<file path="config.mk">
export PLATFORM = sky130hd
export DESIGN_NAME = gss_ram
export DESIGN_NICKNAME = d
export VERILOG_FILES = /design/src/rtl/gss_ram.sv
export SDC_FILE = /design/constraint.sdc
export NUM_CORES = 1
export LEC_CHECK = 0
export ABC_AREA = 1
export BUFFER_PORTS_ARGS = -buffer_cell sky130_fd_sc_hd__buf_4
export CAP_MARGIN = 20
export CORE_UTILIZATION = 56
export DETAILED_ROUTE_END_ITERATION = 16
export HOLD_SLACK_MARGIN = 0.1
export PLACE_DENSITY = 0.74
export SYNTH_ARGS = -nofsm -noshare
export SYNTH_HDL_FRONTEND = slang
export SYNTH_SLANG_ARGS = --single-unit
</file>
<file path="constraint.sdc">
create_clock -name clock -period 4.9 [get_ports clock]
set_input_delay 0.245 -clock clock [delete_from_list [all_inputs] [get_ports clock]]
set_output_delay 0.245 -clock clock [all_outputs]
set_load 0.02 [all_outputs]
</file>
<file path="src/rtl/gss_ram.sv">
// Generic single-write, single-read RAM with registered read data.
// No dependencies.
`default_nettype none

module gss_ram #(
   parameter int WIDTH = 32,
   parameter int DEPTH = 8
) (
   input  wire logic                     clock,
   input  wire logic                     wr_en,
   input  wire logic [$clog2(DEPTH)-1:0] wr_addr,
   input  wire logic [WIDTH-1:0]         wr_data,
   input  wire logic [$clog2(DEPTH)-1:0] rd_addr,
   output logic      [WIDTH-1:0]         rd_data
);

   logic [WIDTH-1:0] mem_ff [DEPTH];

   always_ff @(posedge clock) begin
      if (wr_en) begin
         mem_ff[wr_addr] <= wr_data;
      end
      rd_data <= mem_ff[rd_addr];
   end

endmodule

`default_nettype wire

</file>
; After elaboration in Yosys (flattened, before gate mapping)
; Memories as Yosys holds them, arrays and structs flattened. A register that Yosys moved wholly into a read port is not among the register bits.
; Index checks and enable logic that the tools add are counted.
[classes]
addsub = 0
multipliers = 0
n_div = 0
order_cmp = 0
eq_ne = 0
n_shift = 0
mux = 2
bitwise = 0
reduce_logical = 0
[op_table]
columns = operator, n
row1 = $mux 1, 2
[totals]
register_bits = 0
latch_bits = 0
ramBits = 256
romBits = 0
inputBits = 40
output_inout_bits = 32
word_cells = 3
memories = 1
[memory_table]
columns = memory, depth, word_bits, rd, rd_clocked_by_memory_dff, wr, line_no
row1 = mem_ff, 8, 32, 1, 1, 1, 17  ; logic [WIDTH-1:0] mem_ff [DEPTH];

; Logic depth before layout (Yosys ltp)
[depth]
depth_word = 2
ltp_mapped = 8
ltp_nobuf = 6

; Worst setup path before layout
; OpenSTA, ideal clock, no wires.
[synth_timing]
path_kind = input-to-reg
start = in wr_addr[0]
end = mem mem_ff[0][0], enable pin
setup_time_ns = 0.421
arrival_time_ns = 1.741
t_required_ns = 4.479
setup_slack_ns = 2.738
cell_stages = 3
path_buffers = 0
cell_sequence = inv_1 > nand2_1 > nor2_1
[synth_lines]
columns = item, line_no
row1 = start: declaration, 11  ; input wire logic [$clog2(DEPTH)-1:0] wr_addr,
row2 = end: declaration, 17
; No word-level cell before the write port.

==> flow_summary_export.csv <==
group,metric,value,unit
detailed_routing,drt_iter0_drcs,452,
grt,grt_overflow,0,
sta,timing.final.hold_violations,0,
sta,final_period_minus_worst_setup_slack,2.04,ns
pwr,sequential_cell_fraction_of_total_power,53.3,%
clocking,cts_inserted_buffers,29,
floorplanning,initial_utilization,57.9,%
setup_path,endpoint_kind,"flop",
run_status,run_status,"completed",
cells_and_area,final_nets,1295,
setup_path,cp_max_fo,53,
placement,dpl.hpwl,11.4,mm
synth,syn_area,0.0119,mm2
clocking,tritoncts_clock_tree,"done",
sta,rsz_0062_raised_after_global_routing,"false",
detailed_routing,drc,0,
clocking,clock-root-buffer,"sky130_fd_sc_hd__clkbuf_16",
synth,synth_cell_type_count,12,
sta,fin_tns_setup,0,ns
grt,via_count_of_the_first_global_routing_pass,7292,
synth,synth_warnings,0,
detailed_routing,antenna_left,0,
detailed_routing,wire_per_inst,15.1,um
pwr,cellLeakagePower,0.00639,uW
pwr,intPower,4090,uW
clocking,clkSlewWorstSetupHoldPaths,0.06,ns
placement,port_buffers,71,
grt,globalRouteTotalUtil,22.2,%
detailed_routing,drt_wl_total,23.4,mm
cells_and_area,insertedDiodeCount,0,
clocking,cts.path.max_buffers,3,
setup_path,critical_path_class,"input port to flop",
setup_path,required,5.38,ns
grt,first_pass_grt_wire_length,37.0,mm
synth,synth_top_area_cell,"sky130_fd_sc_hd__edfxtp_1",
cells_and_area,drive_above_1_share,11.0,%
synth,postSynthNetCount,1196,
pwr,vdd_ir_drop_max,0.315,mV
floorplanning,dieHeight,148,um
synth,syn-instance-count,1156,
sta,worst-slew-pin-transition,0.912,ns
sta,fmax,489,MHz
pwr,cellPowerDensity,379,mW/mm2
clocking,clk_latency,0.55,ns
synth,synth_top_cell_area_share,64.7,%
pwr,power.share.switching,22.1,%
floorplanning,design.portCount,72,
sta,worst_slack,2.86,ns
cells_and_area,syn2layout_area_growth,16.7,%
grt,grt_antenna_before_repair,0,
pwr,net-switching-power,1160,uW
floorplanning,floorplan.die.width,148,um
placement,place_ws,2.39,ns
sta,final_min_period_over_clock_period,41.7,%
placement,place.gp.congestion,0.719,
pwr,power.share.clock,39.1,%
synth,synth.yosys.seq_area_share,70.1,%
setup_path,arrival,2.52,ns
floorplanning,core_region_area,0.0205,mm2
sta,max_slew_violation_count,0,
sta,slew_headroom,39.2,%
synth,post_synth.cell_area_avg,10.3,um2
sta,timing.final.setup_violations,0,
floorplanning,floorplan.die_area,0.0218,mm2
pwr,combPwrFrac,7.6,%
detailed_routing,drt_first_pass_iters,5,
clocking,number_of_h_tree_branching_levels,1,
min_path,worst_hold_path_type,"input port to flop",
synth,synth.ff_latch_count,288,
grt,largest_net_degree_at_the_start_of_global_routing,83,
detailed_routing,route.detailed.vias_per_inst,4.89,
floorplanning,row_count,52,
clocking,cts.sinks,288,
setup_path,critPathLaunchType,"input port",
synth,ys_top_cells_by_area,"sky130_fd_sc_hd__edfxtp_1 (65%), sky130_fd_sc_hd__nand2_1 (13%), sky130_fd_sc_hd__inv_1 (8.2%)",
sta,finClkSkew,0.0169,ns
clocking,cts_setup_buffers,0,
detailed_routing,vias,7575,
job,max-cap-violations,0,
## per-stage QoR
| stage | total power [uW] | instance area (um2) | util (%) | cells | hold WS [ns] |
|---|---|---|---|---|---|
| floorplan | 3080 | 11900 | - | 1156 | 0.344 |
| global placement | 3220 | 12600 | 61.4 | 1460 | 0.476 |
| detailed placement | 3230 | 12600 | 61.4 | 1460 | 0.476 |
| CTS | 5290 | 13800 | 67.4 | 1546 | 0.173 |
| global route | 5440 | 13900 | 67.6 | 1548 | 0.203 |
| finish | 5250 | 13900 | 67.6 | 1548 | 0.189 |
## cell type report
| class | instances | area, um2 |
|---|---|---|
| clock buffer | 38 | 820 |
| clock inverter | 16 | 90.1 |
| fill | 1474 | 6640 |
| inverter | 262 | 985 |
| multi-input combinational | 558 | 2310 |
| sequential | 288 | 8330 |
| tap | 270 | 338 |
| timing repair buffer | 116 | 976 |
## metal layers
layer / share of wire (%) / wire length (um) / GRT usage [%] / vias to the layer above
met3: 7.0 / 1630 / 3.30 / 46
met5: 0 / 0 / 0 / -
li1: - / - / - / 3781
met1: 43 / 9960 / 30.2 / 3494
met4: 2.3 / 538 / 7.32 / 0
met2: 48 / 11200 / 37.1 / 254
## registers in the layout, indices dropped and copies added (netlist names)
name and flops:
mem_ff 256, rd_data 32
## power by group through the flow
stage	sequential [uW]	combinational (uW)	clock, uW
finish	2800	398	2050
global route	2810	444	2190
CTS	2800	399	2090
detailed placement	2850	375	0
global placement	2850	365	0
floorplan	2880	198	0
## cell usage in the layout (no fill, tap or decap)
cell type / instances
sky130_fd_sc_hd__inv_6: 1
sky130_fd_sc_hd__inv_1: 259
sky130_fd_sc_hd__clkinv_2: 11
sky130_fd_sc_hd__nand2_1: 422
sky130_fd_sc_hd__buf_4: 82
sky130_fd_sc_hd__clkinv_1: 5
sky130_fd_sc_hd__nor2_4: 8
sky130_fd_sc_hd__dfxtp_1: 32
sky130_fd_sc_hd__clkbuf_8: 6
sky130_fd_sc_hd__clkinv_8: 1
sky130_fd_sc_hd__clkbuf_1: 3
sky130_fd_sc_hd__edfxtp_1: 256
sky130_fd_sc_hd__buf_12: 2
sky130_fd_sc_hd__dlygate4sd3_1: 32
sky130_fd_sc_hd__inv_2: 1
sky130_fd_sc_hd__nand3_1: 128
sky130_fd_sc_hd__clkbuf_16: 29
## cells in the mapped netlist, drive strengths merged
cell / instances
buf: 41
clkbuf: 7
dfxtp: 32
edfxtp: 256
inv: 262
nand2: 422
nand3: 128
nor2: 8
## kinds of logic after synthesis
logic type	count (synthesis)	synth area share [%]
flip-flops	288	70.1
buffers and inverters	310	10.9
AND/OR/NAND/NOR	558	19.0
## worst max-delay path, stage by stage
cell and delay [ns]:
sky130_fd_sc_hd__buf_4 0.43, sky130_fd_sc_hd__clkinv_2 0.77, sky130_fd_sc_hd__buf_4 0.56, sky130_fd_sc_hd__nand2_1 0.13, sky130_fd_sc_hd__nand3_1 0.10, sky130_fd_sc_hd__nand2_1 0.12
sky130_fd_sc_hd__nand2_1 0.05, sky130_fd_sc_hd__nand2_1 0.08
## final timing paths
path	start	to	slack, ns	cells past startpoint
min reg2reg	mem_ff[0][5]$_DFFE_PP_	rd_data[5]$_DFF_P_	0.62	6
max reg2reg	mem_ff[7][22]$_DFFE_PP_	rd_data[22]$_DFF_P_	3.97	6
max	rd_addr[0]	rd_data[20]$_DFF_P_	2.86	8
min	rd_addr[2]	rd_data[11]$_DFF_P_	0.19	3
## what timing repair did
action                                 CTS  global route
endpoints found under the hold margin  256             0
setup endpoints to repair                0             0
hold buffers                            32             0
resized for setup                        0             0
(Power assumes the default switching activity.)
